==> config.mk <==
export PLATFORM = sky130hd
export DESIGN_NAME = etp_ctrl
export DESIGN_NICKNAME = d
export VERILOG_FILES = /design/src/rtl/core/etp_pkg.sv /design/src/rtl/core/etp_ctrl.sv
export SDC_FILE = /design/constraint.sdc
export NUM_CORES = 1
export LEC_CHECK = 0
export BUFFER_PORTS_ARGS = -buffer_cell sky130_fd_sc_hd__buf_2
export CAP_MARGIN = 10
export CORE_MARGIN = 5
export CORE_UTILIZATION = 40
export DETAILED_ROUTE_END_ITERATION = 6
export PLACE_DENSITY = 0.68
export SLEW_MARGIN = 5
export SYNTH_ARGS = -nofsm -noshare
export SYNTH_HDL_FRONTEND = slang
export SYNTH_SLANG_ARGS = --single-unit
==> constraint.sdc <==
create_clock -name i_clk -period 3.15 [get_ports i_clk]
set_input_delay 0.945 -clock i_clk [delete_from_list [all_inputs] [get_ports i_clk]]
set_output_delay 0.945 -clock i_clk [all_outputs]
set_load 0.05 [all_outputs]
==> src/rtl/core/etp_pkg.sv <==
// Shared types, register codes and defaults for the escape-time pixel unit.
package etp_pkg;

    localparam int FRAC_BITS_DEF   = 28;
    localparam int COORD_WIDTH_DEF = 12;
    localparam int ITER_WIDTH_DEF  = 16;

    localparam int CFG_IDX_W  = 3;
    localparam int CFG_DATA_W = 32;
    localparam int DIGIT_W    = 16;
    localparam int BLUE_STEPS = 8;

    typedef enum logic [CFG_IDX_W-1:0] {
        REG_ZOOM       = 3'd0,
        REG_MAX_ITER   = 3'd1,
        REG_COLOR_MODE = 3'd2,
        REG_ORIGIN_RE  = 3'd3,
        REG_ORIGIN_IM  = 3'd4
    } t_reg_idx;

    localparam logic [15:0]        ZOOM_RST      = 16'd2500;
    localparam logic [15:0]        MAX_ITER_RST  = 16'd500;
    localparam logic               COLOR_RST     = 1'b1;
    localparam logic signed [31:0] ORIGIN_RE_RST = -32'sd563714458;
    localparam logic signed [31:0] ORIGIN_IM_RST = -32'sd322122547;

    typedef struct packed {
        logic [15:0]        zoom;
        logic [15:0]        max_iter;
        logic               color_mode;
        logic signed [31:0] origin_re;
        logic signed [31:0] origin_im;
    } t_cfg;

    typedef struct packed {
        logic load_in;
        logic div_step;
        logic map;
        logic sum;
        logic upd;
        logic mul_load;
        logic mul_step;
        logic rnd;
        logic blue_load;
        logic blue_step;
        logic out_load;
    } t_dp_cmd;

    typedef struct packed {
        logic count_zero;
        logic escaped;
        logic at_limit;
    } t_dp_status;

endpackage

==> src/rtl/core/etp_ctrl.sv <==
// Sequencer for coordinate mapping, the escape iteration and the blue scaling.
module etp_ctrl #(
    parameter int FRAC_BITS   = etp_pkg::FRAC_BITS_DEF,
    parameter int COORD_WIDTH = etp_pkg::COORD_WIDTH_DEF
) (
    input  logic                 i_clk,
    input  logic                 i_rst_n,
    input  logic                 i_in_valid,
    output logic                 o_in_ready,
    output logic                 o_out_valid,
    input  logic                 i_out_ready,
    output etp_pkg::t_dp_cmd     o_cmd,
    input  etp_pkg::t_dp_status  i_sts
);

    localparam int W         = FRAC_BITS + 4;
    localparam int ND        = (W + etp_pkg::DIGIT_W - 1) / etp_pkg::DIGIT_W;
    localparam int DIV_STEPS = COORD_WIDTH + FRAC_BITS;
    localparam int CNT_W     = $clog2(DIV_STEPS);

    typedef enum logic [3:0] {
        S_IDLE, S_DIV, S_MAP, S_SUM, S_UPD, S_MLD, S_MUL, S_RND, S_BLD, S_BDIV, S_OUT
    } t_state;

    t_state           r_state;
    logic [CNT_W-1:0] r_cnt;
    logic             r_out_valid;
    logic             finish;
    logic             out_free;

    assign finish      = !i_sts.count_zero && (i_sts.escaped || i_sts.at_limit);
    assign out_free    = !r_out_valid || i_out_ready;
    assign o_in_ready  = (r_state == S_IDLE);
    assign o_out_valid = r_out_valid;

    always_comb begin
        o_cmd           = '0;
        o_cmd.load_in   = (r_state == S_IDLE) && i_in_valid;
        o_cmd.div_step  = (r_state == S_DIV);
        o_cmd.map       = (r_state == S_MAP);
        o_cmd.sum       = (r_state == S_SUM);
        o_cmd.upd       = (r_state == S_UPD) && !finish;
        o_cmd.mul_load  = (r_state == S_MLD);
        o_cmd.mul_step  = (r_state == S_MUL);
        o_cmd.rnd       = (r_state == S_RND);
        o_cmd.blue_load = (r_state == S_BLD);
        o_cmd.blue_step = (r_state == S_BDIV);
        o_cmd.out_load  = (r_state == S_OUT) && out_free;
    end

    always_ff @(posedge i_clk) begin
        if (!i_rst_n) begin
            r_state     <= S_IDLE;
            r_cnt       <= '0;
            r_out_valid <= 1'b0;
        end else begin
            if (o_cmd.out_load) begin
                r_out_valid <= 1'b1;
            end else if (i_out_ready) begin
                r_out_valid <= 1'b0;
            end
            case (r_state)
                S_IDLE: begin
                    if (i_in_valid) begin
                        r_cnt   <= CNT_W'(DIV_STEPS - 1);
                        r_state <= S_DIV;
                    end
                end
                S_DIV: begin
                    if (r_cnt == '0) begin
                        r_state <= S_MAP;
                    end else begin
                        r_cnt <= r_cnt - 1'b1;
                    end
                end
                S_MAP: r_state <= S_SUM;
                S_SUM: r_state <= S_UPD;
                S_UPD: begin
                    r_state <= finish ? S_BLD : S_MLD;
                end
                S_MLD: begin
                    r_cnt   <= CNT_W'(ND - 1);
                    r_state <= S_MUL;
                end
                S_MUL: begin
                    if (r_cnt == '0) begin
                        r_state <= S_RND;
                    end else begin
                        r_cnt <= r_cnt - 1'b1;
                    end
                end
                S_RND: r_state <= S_SUM;
                S_BLD: begin
                    r_cnt   <= CNT_W'(etp_pkg::BLUE_STEPS - 1);
                    r_state <= S_BDIV;
                end
                S_BDIV: begin
                    if (r_cnt == '0) begin
                        r_state <= S_OUT;
                    end else begin
                        r_cnt <= r_cnt - 1'b1;
                    end
                end
                S_OUT: begin
                    if (out_free) begin
                        r_state <= S_IDLE;
                    end
                end
                default: r_state <= S_IDLE;
            endcase
        end
    end

endmodule

Yosys cells after proc, flatten, opt, wreduce, memory -nomap -nowiden. Cells that the tools add are included.

Add/sub/neg operators: 1. Eq/ne operators: 16. Mux-type cells: 12. Reductions and logical operators: 17.

Operators with widths (count): case mux 4 bit (10 select lines) (1); two-way mux 4 bit (6); case mux 6 bit (4 select lines) (1); equality test 4 x 3 -> 1 bit, second input constant (4); equality test 4 bit, second input constant (3); two-way mux 6 bit (2); equality test 4 x 2 -> 1 bit, second input constant (2); zero test 6 bit (1); != test 2 x 1 -> 1 bit, second input constant (3); != test 2 bit, second input constant (3); subtractor 6 x 1 -> 6 bit, second input constant (1); AND reduction 5 bit (1); equality test 4 x 1 -> 1 bit, second input constant (1); logical AND 1 bit (4); zero test 4 bit (1); nonzero test 4 bit (1); zero test 1 bit (3); AND reduction 3 bit (1); OR reduction 3 bit (1); logical OR 1 bit (2); two-way mux 1 bit (2); nonzero test 2 bit (1); OR reduction 2 bit (1).

Flip-flop bits (word level): 11. Input bits: 7. Output and inout port bits: 13. Logic and storage cells: 49.

Longest topological paths before layout.
Depth in word-level cells: 4. Mapped depth: 6. Gate-level depth less buffers: 6.

Worst setup path after synthesis. No wires, ideal clock.

Kind: input-to-output. Start point: input i_sts[0] (netlist name). End point: output o_cmd[6] (netlist name). Arrival: 2753 ps. Required time: 2205 ps. Path slack: -548 ps. Cell stages on the path: 2. Buffers on the path: 0. Cell sequence: o21bai_1 -> nor4b_1.

RTL lines: start, declared (RTL line etp_ctrl.sv:13) `input etp_pkg::t_dp_status i_sts`; end, declared (RTL line etp_ctrl.sv:12) `output etp_pkg::t_dp_cmd o_cmd,`.

==> summary.txt <==
Status
  • Status: finished, final reports clean

Floorplanning
  • Die Wd: about 55 um
  • Die area: between 0.003 and 0.004 sq mm
  • Core area: 0.00194 sq mm
  • Initial core utilization: 41.6%
  • Io pins: 20
  • Row Count: 16
  • Die Y-Extent: 55.0 um

Placement
  • GPL Wtd Cong: 0.862
  • PortBufs: 19
  • Detailed Place HPWL: 1.59 mm
  • Placed Instances: ~150
  • Pre-CTS setup slack: 0.470 ns
  • Area after DPL: about 930 sq um

Yosys
  • Mapped Area: between 800 and 900 sq um
  • Area contributors post-synth: dfxtp_1, nor2_1, a21oi_1
  • Area leader, netlist: dfxtp_1
  • Synthesized area per cell: roughly 7.6 sq um
  • Count leader, synth: nor2_1
  • Syn Inst Count: 107
  • Yosys reg bits: 11
  • Primary FF master, synth: dfxtp_1
  • Yosys top cell area share: 27.2%
  • Synth async-reset ratio: 0%
  • Post-synthesis sequential area ratio: 27.2%
  • Count of different cell masters after synthesis: 41
  • Post-synth EDFFs: 0
  • Syn nets: 116
  • Yosys warning count: 0
  • Most instantiated cells after synthesis: nor2_1, dfxtp_1, nand2_1

Final layout
  • P&R area growth vs syn: 18.4%
  • Final core occ: between 40% and 50%
  • Share of layout cells above drive strength 1: 26.2%
  • Antenna cells: 0
  • Final std cells w/o fill: 153
  • Finished Cell Area: 957 sq um
  • Final nets: 136

Setup path
  • CP Data Required Time: between 2 and 2.5 ns
  • Most common cell on crit path: buf_2
  • Critical Path Source Type: input port
  • Critical path type: in2out
  • Top Family by Delay on Critical Path: buffers and inverters
  • Largest fanout on the critical path: 3
  • Bufs and invs on worst path: 2
  • CP Capture Type: output port
  • Critical Path AT: 1.74 ns
  • Crit-path slowest cell: buf_2
  • CP Cell Sequence: buf_2 -> o21bai_1 -> nor4b_2 -> buf_2
  • CP peak stage delay: approximately 0.29 ns

STA
  • Final max-slew violation count: 0
  • RSZ-0062 raised after global routing: no
  • Tmin final: 2.68 ns
  • Relative slew slack: 64.9%
  • Setup violators final: 0
  • Hold Fails Final Rpt: 0
  • Period utilization: between 80% and 90%
  • Post-route setup slack: 0.470 ns
  • Clock skew: 0.00734 ns
  • Hold slack: 0.524 ns
  • Final setup TNS: 0 ns
  • Max Freq: approximately 0.37 GHz
  • Slew @ Worst Pin: 0.525 ns

Route
  • Residual DRC: 0
  • Initial DRC count: 17
  • Antenna-violating nets left: 0
  • Vias per inst: 5.69
  • WL per Instance: 13.5 um
  • DR vias: 871
  • Post-Route WL: between 2 and 2.5 mm
  • TritonRoute pass-1 iters: 4

Clocking
  • Worst skew pair latency: 0.28 ns
  • Clk slew on worst S/H paths: approximately 0.070 ns
  • Setup bufs post-CTS: 0
  • Htree depth: 1
  • Root Driver: clkbuf_4
  • Number of CTS-inserted buffers: 3
  • Clk buf depth: 2
  • CTS Hold Bufs: 0
  • TritonCTS clock tree: done
  • Post-CTS sizing: 0
  • CTS sink cnt: 11

GRT
  • GRT overflow: 0
  • Initial antenna violation count: 0
  • Total track usage: ~15%
  • First-pass GRT wire length: 3.28 mm
  • Number of global-route vias before repair: 751
  • Largest net degree at the start of global routing: 17

Hold path
  • Hold Crit Class: reg2reg

Flow run
  • MaxCap Viol Count: 0

Power
  • Peak supply drop: 0.451 mV
  • Pleak: 0.395 nW
  • Tot Pwr: 0.897 mW
  • Pwr/cell area: 937 mW/mm^2
==> sequential cells by signal (all words and copies together), names as in the netlist <==
signal       cells
o_out_valid      1
r_cnt            6
r_state          4
==> power breakdown <==
group | switching (mW) | leakage [nW] | internal [mW]
clock | 0.0508 | 0.0150 | 0.0491
sequential | 0.0771 | 0.0903 | 0.179
combinational | 0.344 | 0.290 | 0.196
==> logic make-up (layout without fill, tap and decap cells) <==
family                     after synthesis  in the layout  share of synthesized area (%)
and+or+nand+nor                         48             48                           32.8
AOI/OAI and AO/OA                       32             32                           28.5
buffers and inverters                   12             31                           6.04
DFF                                     11             11                           27.2
adders and majority gates                2              2                           3.10
xor gates and xnor gates                 1              1                           1.08
muxes                                    1              1                           1.24
==> per-layer routing <==
metal	wire length [um]	vias up	global-route usage, %
met5	0	-	0
met3	153	2	5.63
met1	875	407	18.0
met2	1020	27	26.2
li1	-	435	-
met4	12	0	3.64
==> cell usage in the layout, fill, tap and decap left out, drive strengths merged <==
cell type	count
buf	19
nor2	12
dfxtp	11
nand2	10
a21oi	9
nor3	8
inv	8
o21ai	7
nor2b	4
clkbuf	4
nand2b	3
a311oi	3
a211oi	3
nor4	3
ha	2
a31oi	2
nand4bb	1
o21bai	1
nor4b	1
and2	1
nand4	1
a31o	1
a21o	1
a221oi	1
mux2i	1
xnor2	1
a21boi	1
or4b	1
nand3	1
o22ai	1
and3b	1
or2	1
o2111ai	1
a32oi	1
==> final cells by class <==
cell class                 count  area [sq um]
fill                         201           985
sequential                    11           220
timing repair buffer          19          95.1
clock buffer                   4          26.3
inverter                       8          30.0
multi-input combinational     84           552
tap                           27          33.8
==> path summary, 6_finish.rpt <==
kind | to | cells after the start | from | slack [ns]
setup / recovery | o_cmd[6] | 4 | i_sts[0] | 0.47
hold / removal | r_cnt[0] | 1 | r_cnt[0] | 0.52
setup reg to reg | r_cnt[4] | 5 | r_state[0] | 1.04
hold reg to reg | r_cnt[0] | 1 | r_cnt[0] | 0.52
==> worst reg2reg max path, cell delays in order (launching register included) <==
cell and delay [ns]:
dfxtp_1 0.65, nand2b_1 0.29, o21ai_2 0.38, nand2_1 0.12, or4b_1 0.47, a21oi_1 0.15
Power figures use the tool's default switching activity.
