### src/rtl/core/etp_pkg.sv
// Shared types, register codes and defaults for the escape-time pixel unit.
package etp_pkg;

    localparam int FRAC_BITS_DEF   = 28;
    localparam int COORD_WIDTH_DEF = 12;
    localparam int ITER_WIDTH_DEF  = 16;

    localparam int CFG_IDX_W  = 3;
    localparam int CFG_DATA_W = 32;
    localparam int DIGIT_W    = 16;
    localparam int BLUE_STEPS = 8;

    typedef enum logic [CFG_IDX_W-1:0] {
        REG_ZOOM       = 3'd0,
        REG_MAX_ITER   = 3'd1,
        REG_COLOR_MODE = 3'd2,
        REG_ORIGIN_RE  = 3'd3,
        REG_ORIGIN_IM  = 3'd4
    } t_reg_idx;

    localparam logic [15:0]        ZOOM_RST      = 16'd2500;
    localparam logic [15:0]        MAX_ITER_RST  = 16'd500;
    localparam logic               COLOR_RST     = 1'b1;
    localparam logic signed [31:0] ORIGIN_RE_RST = -32'sd563714458;
    localparam logic signed [31:0] ORIGIN_IM_RST = -32'sd322122547;

    typedef struct packed {
        logic [15:0]        zoom;
        logic [15:0]        max_iter;
        logic               color_mode;
        logic signed [31:0] origin_re;
        logic signed [31:0] origin_im;
    } t_cfg;

    typedef struct packed {
        logic load_in;
        logic div_step;
        logic map;
        logic sum;
        logic upd;
        logic mul_load;
        logic mul_step;
        logic rnd;
        logic blue_load;
        logic blue_step;
        logic out_load;
    } t_dp_cmd;

    typedef struct packed {
        logic count_zero;
        logic escaped;
        logic at_limit;
    } t_dp_status;

endpackage

### src/rtl/core/etp_cfg.sv
// Configuration register file written through the configuration channel.
module etp_cfg (
    input  logic                          i_clk,
    input  logic                          i_rst_n,
    input  logic                          i_valid,
    output logic                          o_ready,
    input  logic [etp_pkg::CFG_IDX_W-1:0]  i_index,
    input  logic [etp_pkg::CFG_DATA_W-1:0] i_data,
    output etp_pkg::t_cfg                 o_cfg
);

    etp_pkg::t_cfg r_cfg;

    assign o_ready = 1'b1;
    assign o_cfg   = r_cfg;

    always_ff @(posedge i_clk) begin
        if (!i_rst_n) begin
            r_cfg.zoom       <= etp_pkg::ZOOM_RST;
            r_cfg.max_iter   <= etp_pkg::MAX_ITER_RST;
            r_cfg.color_mode <= etp_pkg::COLOR_RST;
            r_cfg.origin_re  <= etp_pkg::ORIGIN_RE_RST;
            r_cfg.origin_im  <= etp_pkg::ORIGIN_IM_RST;
        end else if (i_valid) begin
            case (etp_pkg::t_reg_idx'(i_index))
                etp_pkg::REG_ZOOM:       r_cfg.zoom       <= i_data[15:0];
                etp_pkg::REG_MAX_ITER:   r_cfg.max_iter   <= i_data[15:0];
                etp_pkg::REG_COLOR_MODE: r_cfg.color_mode <= i_data[0];
                etp_pkg::REG_ORIGIN_RE:  r_cfg.origin_re  <= i_data;
                etp_pkg::REG_ORIGIN_IM:  r_cfg.origin_im  <= i_data;
                default: ;
            endcase
        end
    end

endmodule

### config.mk
export PLATFORM = sky130hd
export DESIGN_NAME = etp_cfg
export DESIGN_NICKNAME = d
export VERILOG_FILES = /design/src/rtl/core/etp_pkg.sv /design/src/rtl/core/etp_cfg.sv
export SDC_FILE = /design/constraint.sdc
export NUM_CORES = 1
export LEC_CHECK = 0
export CELL_PAD_IN_SITES_DETAIL_PLACEMENT = 2
export CELL_PAD_IN_SITES_GLOBAL_PLACEMENT = 2
export CORE_AREA = 4 4 92 158
export DETAILED_ROUTE_END_ITERATION = 12
export DIE_AREA = 0 0 96 162
export DONT_BUFFER_PORTS = 1
export MAX_ROUTING_LAYER = met4
export PLACE_DENSITY = 0.71
export SYNTH_ARGS = -nofsm -noshare
export SYNTH_HDL_FRONTEND = slang
export SYNTH_SLANG_ARGS = --single-unit
### constraint.sdc
create_clock -name i_clk -period 1.5 [get_ports i_clk]
set_input_delay 0.225 -clock i_clk [delete_from_list [all_inputs] [get_ports i_clk]]
set_output_delay 0.225 -clock i_clk [all_outputs]
set_load 0.05 [all_outputs]
# After elaboration in Yosys (flattened, before gate mapping)
# Index checks and enable logic that the tools add are counted.
# W data, S select, Z words.
[word_totals]
ff_bits = 97
out_inout_bits = 98
[classes]
eq_ne = 4
reduce_logical = 6
[ops]
columns = ["cell", "n"]
rows = [
  ["$reduce_and A2 Y1", 5],
  ["$eq A3 B2 Y1 const B", 2],
  ["$eq A3 B1 Y1 const B", 1],
  ["$eq A3 B3 Y1 const B", 1],
  ["$logic_not A3 Y1", 1],
]

# Depth between registers and ports, before layout
# Gate-level depths: netlist of the first run.
[depth]
depth_word = 2
ltp_mapped = 4
mapped_depth_nobuf = 2

# Worst setup path after synthesis of the first run
# No wires, ideal clock.
[synth_path]
path_type = "input -> register"
start = "input port i_index[0] (netlist bit)"
end = "register r_cfg (netlist bit o_cfg[87])"
setup_time_ns = 0.127
arrival_time_ns = 1.030
required_time_ns = 1.373
slack_ns = 0.343
path_stages = 3
path_cell_list = "or4b_4 -> buf_6 -> mux2i_1"
[synth_between]
elab_chain_cells = 2
[synth_lines]
columns = ["element", "line", "source"]
rows = [
  ["start: declaration", "etp_cfg.sv:7", "input logic [etp_pkg::CFG_IDX_W-1:0] i_index,"],
  ["$logic_not A3 Y1", "etp_cfg.sv:25", "case (etp_pkg::t_reg_idx'(i_index))"],
  ["$reduce_and A2 Y1 (no line)", "--", ""],
  ["end: declaration", "etp_cfg.sv:12", "etp_pkg::t_cfg r_cfg;"],
]
# Every way passes these cells.
# A chain may end at the register's enable or synchronous reset.

# Worst setup path in the final report of the first run
[layout_path]
start = "register r_cfg (netlist bit o_cfg[3])"
end = "output port o_cfg[3] (netlist bit)"
[layout_lines]
columns = ["element", "line", "source"]
rows = [
  ["end: declaration", "etp_cfg.sv:9", "output etp_pkg::t_cfg o_cfg"],
]
# No word-level cell between the ends.

==> metrics.txt, run 1 <==
outcome=finished, final reports clean; RePlAce Congestion=0.695; worst r2r src=o_cfg[11]; Worst Setup SP=o_cfg[3]; placed cell count=559; Longest Clk Path Bufs=2; post-synth top area cell=dfxtp_1; initial core utilization=29.1%; worst IR drop on VDD=0.573 mV; Worst-Margin Slew=0.568 ns; Setup Skew=0 ns; wire length per cell=18.4 µm; drt first pass iters=3; Core Region=13400 µm²; Setup WS pre-CTS=0.266 ns; H-tree Lvls=3; DIE AREA=15600 µm²; CP Class=reg2out; Mapped Cells=379; vias in the first global route=2872; hold_buf cts=0; clk root buf=clkbuf_16; Num CTS Buffers=9; maxcap violations=0; PnR worst setup slack=0.264 ns; Final Cycle Share=82.4%; die height=162 µm; CTS tree=built; beginning of the worst hold path=i_data[25]; Main synth FF type=dfxtp_1; count of final setup violators=0; register area share after synthesis=49.8%; critical path startpoint category=register; GRT overflow=0; ys async rst share=0%; post-synth top area share=49.8%; Starting DRT DRC Count=68; setup_tns=0 ns; Layout Utilization=34.2%; hpwl dp=7640 µm; layout cells sized above 1=13.2%; synth top area cells=dfxtp_1 (50%), mux2i_1 (25%), nor2b_1 (12%), nand2_1 (7.0%), clkbuf_1 (1.3%); RSZ-0062 raised after global routing=no; crit path DAT=1.01 ns; row cnt=56; relative slew slack=62.1%; CP Max Fanout=2; io pins=136; EDFF count, synth=0; Layout Nets=434; largest net degree at the start of global routing=150; P_leak=1.82 nW; Power Density=1180 nW/µm²; DR DRC count=0; max-slew violations=0; die width=96 µm; Crit. End Element=output port; final instance area=4570 µm²; mapped cell area=3900 µm²; Hold Fails Final Rpt=0; Worst Path Required=1.27 ns; clk sink count=97; syn_nets=417; Synth cell types=16; overall via count from detail_route=2672; Hold Path Class=in2reg; via/cell ratio=4.65; Yosys reg bits=97; antenna violations before repair=0; Total GRT Usage=14.1%; global-route wire length before repair=16200 µm; Port-buffer cells=0; insertion delay to the later sink of the worst-skew pair=0.33 ns; post-CTS sizing=0; synth warn=0; DP Area=4280 µm²; n_diodes=0; layout overhead on the synthesized area=17.4%; final WL=10600 µm; Antenna Violating Nets Remaining=0; post-route minimum period=1.24 ns; non-filler cells, final=575; FMAX=0.809 GHz; clk slew on worst S/H paths=0.07 ns; syn avg cell area=10.3 µm²; # Post-CTS Setup Buffers=0; number of flip-flops in the largest register=97
[synth_stat cells, types with 2 or more instances]
cell type  count
dfxtp_1       97
mux2i_1       97
nor2b_1       76
nand2_1       73
clkbuf_1      14
buf_2          8
buf_4          3
and4bb_2       2
buf_6          2
[where the power goes]
part | internal [W] | total (W) | leakage (nW) | switching [W]
clock network | 0.00130 | 0.00227 | 0.133 | 0.000969
logic | 0.000139 | 0.000312 | 0.902 | 0.000173
registers | 0.00263 | 0.00281 | 0.787 | 0.000180
[path summary, 6_finish.rpt]
kind | end | slack (ns) | cells after the start
setup / recovery | o_cfg[3] | 0.26 | 0
hold / removal | o_cfg[25] | 0.03 | 2
setup reg to reg | o_cfg[11] | 0.50 | 2
hold reg to reg | o_cfg[12] | 0.46 | 2
[placed cells by master (no fill, tap or decap)]
cell        instances
buf_12              3
clkinvlp_4          2
clkinv_4            1
conb_1              1
nor4b_2             1
nand4bb_2           1
bufinv_16           1
nor4bb_4            1
dfxtp_1            97
nor2b_1            76
clkbuf_16           9
or4b_4              1
and4bb_2            2
nand4b_1            1
clkbuf_1            3
buf_4              30
mux2i_1            97
nand2_1            73
and4b_2             1
[logic make-up (layout without fill, tap and decap cells)]
group         count (synthesis)  count (layout)  share of synthesized area (%)
mux                          97              97                           24.9
flops                        97              97                           49.8
buf+inv                      27              49                           3.53
other cells                   1               1                         0.0962
simple gates                157             157                           21.6
[metal layers]
metal | share of wire, % | track usage, % | vias to the layer above
met4 | 1.8 | 4.40 | 0
met1 | 35 | 14.0 | 1318
li1 | - | - | 1278
met3 | 5.4 | 3.38 | 11
met5 | 0 | - | -
met2 | 58 | 26.3 | 65
[area by class of cell]
type	instances	area, µm²
Multi-Input combinational cell	255	1840
Clock buffer	12	236
Fill cell	1468	8810
Clock inverter	4	53.8
Tap cell	174	218
Sequential cell	97	1940
Timing Repair Buffer	33	285
[through the flow]
stage	hold WS, ns	power, W
final	0.0291	0.00539
after floorplan	0.367	0.00315
after global placement	0.371	0.00318
after global routing	0.0199	0.00564
after CTS	0.0133	0.00552
after detailed placement	0.383	0.00319
No activity file was read; power rests on OpenSTA's default activity.
==> run 2, diff against run 1 <==
==> constraint.sdc (replaced) <==
create_clock -name i_clk -period 1.2 [get_ports i_clk]
set_input_delay 0.18 -clock i_clk [delete_from_list [all_inputs] [get_ports i_clk]]
set_output_delay 0.18 -clock i_clk [all_outputs]
set_load 0.05 [all_outputs]
==> metrics.txt, run 2 (synthesized netlist as in run 1, its figures left out) <==
maxcap violations=0; placed cell count=629; setup_tns=0 ns; Psw=0.00169 W; Hold Fails Final Rpt=0; clk sink count=97; antenna violations before repair=0; FMAX=0.919 GHz; metal3 WL=404 µm; Worst Path Required=1.02 ns; largest net degree at the start of global routing=144; H-tree Lvls=3; leading cell types in the layout, fill and taps excluded=buf_4 (99), mux2i_1 (97), dfxtp_1 (97), nor2b_1 (76), nand2_1 (73); Power Density=1340 nW/µm²; max-slew violations=0; row cnt=56; Crit. End Element=output port; routed length on met2=6960 µm; RSZ-0062 raised after global routing=no; initial core utilization=29.1%; Longest Clk Path Bufs=2; Reg power frac=47.3%; P_leak=2.23 nW; clk slew on worst S/H paths=0.07 ns; Largest stage delay, worst path=0.36 ns; wire length per cell=18.2 µm; non-filler cells, final=655; io pins=136; final WL=11900 µm; Starting DRT DRC Count=73; Layout Utilization=39.2%; most common cell after layout, fill and taps aside=buf_4; CP Buf/Inv Count=1; cell-internal power=0.00535 W; Combinational Power Share=9.9%; die width=96 µm; Hold Path Class=in2reg; n_diodes=0; Final Cycle Share=90.7%; Total GRT Usage=16.0%; vias in the first global route=3346; power share of the clock group=42.7%; global-route wire length before repair=18100 µm; outcome=finished, final reports clean; GRT overflow=0; Setup Skew=0 ns; CP Class=reg2out; crit path DAT=0.91 ns; CTS tree=built; met1 WL=4180 µm; final instance area=5240 µm²; layout cells sized above 1=26.0%; post-route minimum period=1.09 ns; FF+latch area=1940 µm²; Num CTS Buffers=9; Crit-path slowest cell=dfxtp_1; delay-heaviest family, CP=flip-flops; worst IR drop on VDD=0.587 mV; number of flip-flops in the largest register=97; DP Area=4820 µm²; layout overhead on the synthesized area=34.4%; RePlAce Congestion=0.765; hpwl dp=8410 µm; fillers=1455; Port-buffer cells=0; DR DRC count=0; clk root buf=clkbuf_16; cells along the critical path=buf_4; insertion delay to the later sink of the worst-skew pair=0.34 ns; switching portion of total power=24.0%; multi-input logic area=1840 µm²; DIE AREA=15600 µm²; overall via count from detail_route=3012; # Post-CTS Setup Buffers=0; CP Max Fanout=2; count of final setup violators=0; die height=162 µm; Max Used Layer=met4; drt first pass iters=4; via/cell ratio=4.60; Core Region=13400 µm²; Antenna Violating Nets Remaining=0; Layout Nets=514; critical path startpoint category=register
run 2: what timing repair did:
| action | in CTS | in global routing |
|---|---|---|
| setup endpoints to repair | 0 | 1 |
| hold endpoints to repair | 12 | 0 |
| hold buffers | 11 | 0 |
| resized for setup | 0 | 0 |
run 2: layout make-up:
cell class,instances,area share (%)
repair buffers,113,17.6
multi-input cells,255,35.1
clock inverters,3,0.907
clock buffers,13,5.16
flip-flops and latches,97,37.1
well taps,174,4.15
run 2: path summary, 6_finish.rpt:
path              slack (ns)   endpoint        from  cells after the start
setup / recovery        0.11  o_cfg[40]   o_cfg[40]                      1
hold / removal         0.009  o_cfg[51]  i_data[19]                      2
setup reg to reg        0.39  o_cfg[70]   o_cfg[70]                      3
hold reg to reg         0.46  o_cfg[17]   o_cfg[17]                      2
run 2: stage by stage:
stage	total power [W]	hold WS, ns	setup slack, ns
after global placement	0.00405	0.326	0.0466
final	0.00703	0.00877	0.111
after CTS	0.00717	0.000153	0.0307
after detailed placement	0.00408	0.338	0.0206
after floorplan	0.00393	0.322	0.0885
after global routing	0.00734	0.00290	0.0604
run 2: power by group through the flow:
stage / combinational (W) / sequential [W] / clock, W
global route: 0.000735 / 0.00334 / 0.00327
floorplan: 0.000284 / 0.00365 / 0
detailed placement: 0.000672 / 0.00340 / 0
finish: 0.000698 / 0.00333 / 0.00301
global placement: 0.000651 / 0.00340 / 0
CTS: 0.000711 / 0.00333 / 0.00313
run 2: layer usage:
layer	up-vias	global-route usage (%)
li1	1432	-
met1	1484	15.5
met2	76	30.5
met3	20	2.27
met4	0	6.80
met5	-	-
==> run 3, diff against run 2 <==
--- a/config.mk
+++ b/config.mk
@@ -5,14 +5,17 @@
 export SDC_FILE = /design/constraint.sdc
 export NUM_CORES = 1
 export LEC_CHECK = 0
+export ABC_AREA = 1
 export CELL_PAD_IN_SITES_DETAIL_PLACEMENT = 2
 export CELL_PAD_IN_SITES_GLOBAL_PLACEMENT = 2
-export CORE_AREA = 4 4 92 158
+export CORE_AREA = 4 4 90 155
 export DETAILED_ROUTE_END_ITERATION = 12
-export DIE_AREA = 0 0 96 162
+export DIE_AREA = 0 0 94 159
 export DONT_BUFFER_PORTS = 1
+export HOLD_SLACK_MARGIN = 0.02
 export MAX_ROUTING_LAYER = met4
-export PLACE_DENSITY = 0.71
+export PLACE_DENSITY = 0.77
+export SLEW_MARGIN = 30
 export SYNTH_ARGS = -nofsm -noshare
 export SYNTH_HDL_FRONTEND = slang
 export SYNTH_SLANG_ARGS = --single-unit
==> metrics.txt, run 3 <==
outcome=finished, violations left; CP Max Fanout=15; most common cell after layout, fill and taps aside=nand2_1; Num CTS Buffers=9; Longest Clk Path Bufs=2; number of flip-flops in the largest register=97; max-slew violations=0; maxcap violations=0; post-synth top area share=52.1%; Commonest cells post-synth=nand2_1 (152), nor2_1 (100), dfxtp_1 (97), nand3_1 (94), inv_1 (24); synth warn=0; count of final setup violators=0; worst IR drop on VDD=0.665 mV; layout overhead on the synthesized area=41.1%; clk root buf=clkbuf_16; clk slew on worst S/H paths=0.06 ns; delay-heaviest family, CP=buffers and inverters; DR DRC count=0; synth top area cells=dfxtp_1 (52%), nand2_1 (15%), nand3_1 (13%), nor2_1 (10%), inv_1 (2.4%); Antenna Violating Nets Remaining=0; Final Cycle Share=98.5%; H-tree Lvls=3; wire length per cell=19.5 µm; P_leak=2.51 nW; RSZ-0062 raised after global routing=no; Setup Skew=0 ns; placed cell count=758; leading cell types in the layout, fill and taps excluded=nand2_1 (152), buf_4 (106), nor2_1 (100), dfxtp_1 (97), nand3_1 (94); Total GRT Usage=21.2%; Largest stage delay, worst path=0.54 ns; final WL=15600 µm; violated checks=negative hold slack; count leader, synth=nand2_1; Main synth FF type=dfxtp_1; post-synth top area cell=dfxtp_1; global-route wire length before repair=23700 µm; antenna violations before repair=0; Setup WS pre-CTS=-0.0339 ns; RePlAce Congestion=0.752; die width=94 µm; FMAX=0.846 GHz; PnR worst setup slack=0.0175 ns; via/cell ratio=4.84; layout cells sized above 1=21.5%; n_diodes=0; row cnt=54; hold_buf cts=26; CP Buf/Inv Count=3; GRT overflow=0; CTS tree=built; register area share after synthesis=52.1%; Hold Fails Final Rpt=59; initial core utilization=29.6%; Core Region=12600 µm²; vias in the first global route=4298; ys async rst share=0%; critical path startpoint category=input port; DIE AREA=14900 µm²; mapped cell area=3720 µm²; Port-buffer cells=0; DP Area=4610 µm²; non-filler cells, final=802; EDFF count, synth=0; io pins=136; drt first pass iters=4; Crit-path slowest cell=dlygate4sd3_1; Synth cell types=17; final instance area=5260 µm²; largest net degree at the start of global routing=98; cells along the critical path=inv_1, nor2_4, clkbuf_16, nand3_1, nand2_1, dlygate4sd3_1, nor2_1; Hold Path Class=in2reg; crit path DAT=1.41 ns; Layout Utilization=41.8%; insertion delay to the later sink of the worst-skew pair=0.34 ns; Power Density=1480 nW/µm²; hpwl dp=10600 µm; Yosys reg bits=97; CP Class=in2reg; clk sink count=97; post-route minimum period=1.18 ns; Layout Nets=667; Starting DRT DRC Count=158; syn_nets=551; Crit. End Element=register; overall via count from detail_route=3878; syn avg cell area=7.26 µm²; Hold Slack=-0.0687 ns; Worst Path Required=1.43 ns; Mapped Cells=513; die height=159 µm
-- run 3: changes by cell type in the layout (fill, tap and decap cells not counted), sizes merged, moves of 2 or more --
cell / before / now
nor2: 0 / 106
mux2i: 97 / 0
nand3: 0 / 94
nand2: 73 / 154
nor2b: 76 / 0
inv: 0 / 26
dlygate4sd3: 10 / 26
buf: 103 / 109
nand3b: 0 / 4
and4bb: 2 / 0
-- run 3: final timing paths --
| path | from | to | slack, ns | depth (start not counted) |
|---|---|---|---|---|
| worst max register to register | o_cfg[11] | o_cfg[11] | 0.06 | 3 |
| worst min-delay path | i_rst_n | o_cfg[3] | -0.07 | 1 |
| worst min register to register | o_cfg[45] | o_cfg[45] | 0.46 | 2 |
| worst max-delay path | i_valid | o_cfg[86] | 0.02 | 7 |
-- run 3: logic make-up (layout without fill, tap and decap cells) --
kind of cell | Yosys count | after routing | synth area share, %
simple gates | 358 | 358 | 40.6
flops | 97 | 97 | 52.1
buf+inv | 57 | 178 | 7.19
other cells | 1 | 1 | 0.101
-- run 3: timing repair --
action | CTS | global route
endpoints found under the setup margin | 0 | 10
gates resized for setup | 0 | 2
hold endpoints to repair | 97 | 71
setup buffers | 0 | 1
-- run 3: routing by layer --
| layer | up-vias | GRT usage (%) | routed length, µm |
|---|---|---|---|
| li1 | 1819 | - | - |
| met1 | 1921 | 21.8 | 5750 |
| met2 | 105 | 39.1 | 8840 |
| met3 | 33 | 3.83 | 614 |
| met4 | 0 | 7.56 | 428 |
| met5 | - | - | 0 |
-- run 3: area by class of cell --
cell class	count	area, µm²
Timing Repair Buffer	136	1140
Clock buffer	12	267
Inverter	26	97.6
Fill cell	1484	7310
Clock inverter	4	73.8
Tap cell	168	210
Multi-Input combinational cell	359	1530
Sequential cell	97	1940
-- run 3: where the power goes --
| part | switching (W) | total [W] | internal, W |
|---|---|---|---|
| clock network | 0.00126 | 0.00326 | 0.00200 |
| registers | 0.0000557 | 0.00339 | 0.00333 |
| logic | 0.000788 | 0.00115 | 0.000360 |
| total | 0.00211 | 0.00780 | 0.00569 |
-- run 3: stage by stage --
stage          power, W  TNS, ns
6_report        0.00780        0
5_1_grt         0.00811        0
4_1_cts         0.00783        0
3_5_place_dp    0.00451  -0.0501
3_3_place_gp    0.00447        0
2_1_floorplan   0.00422        0
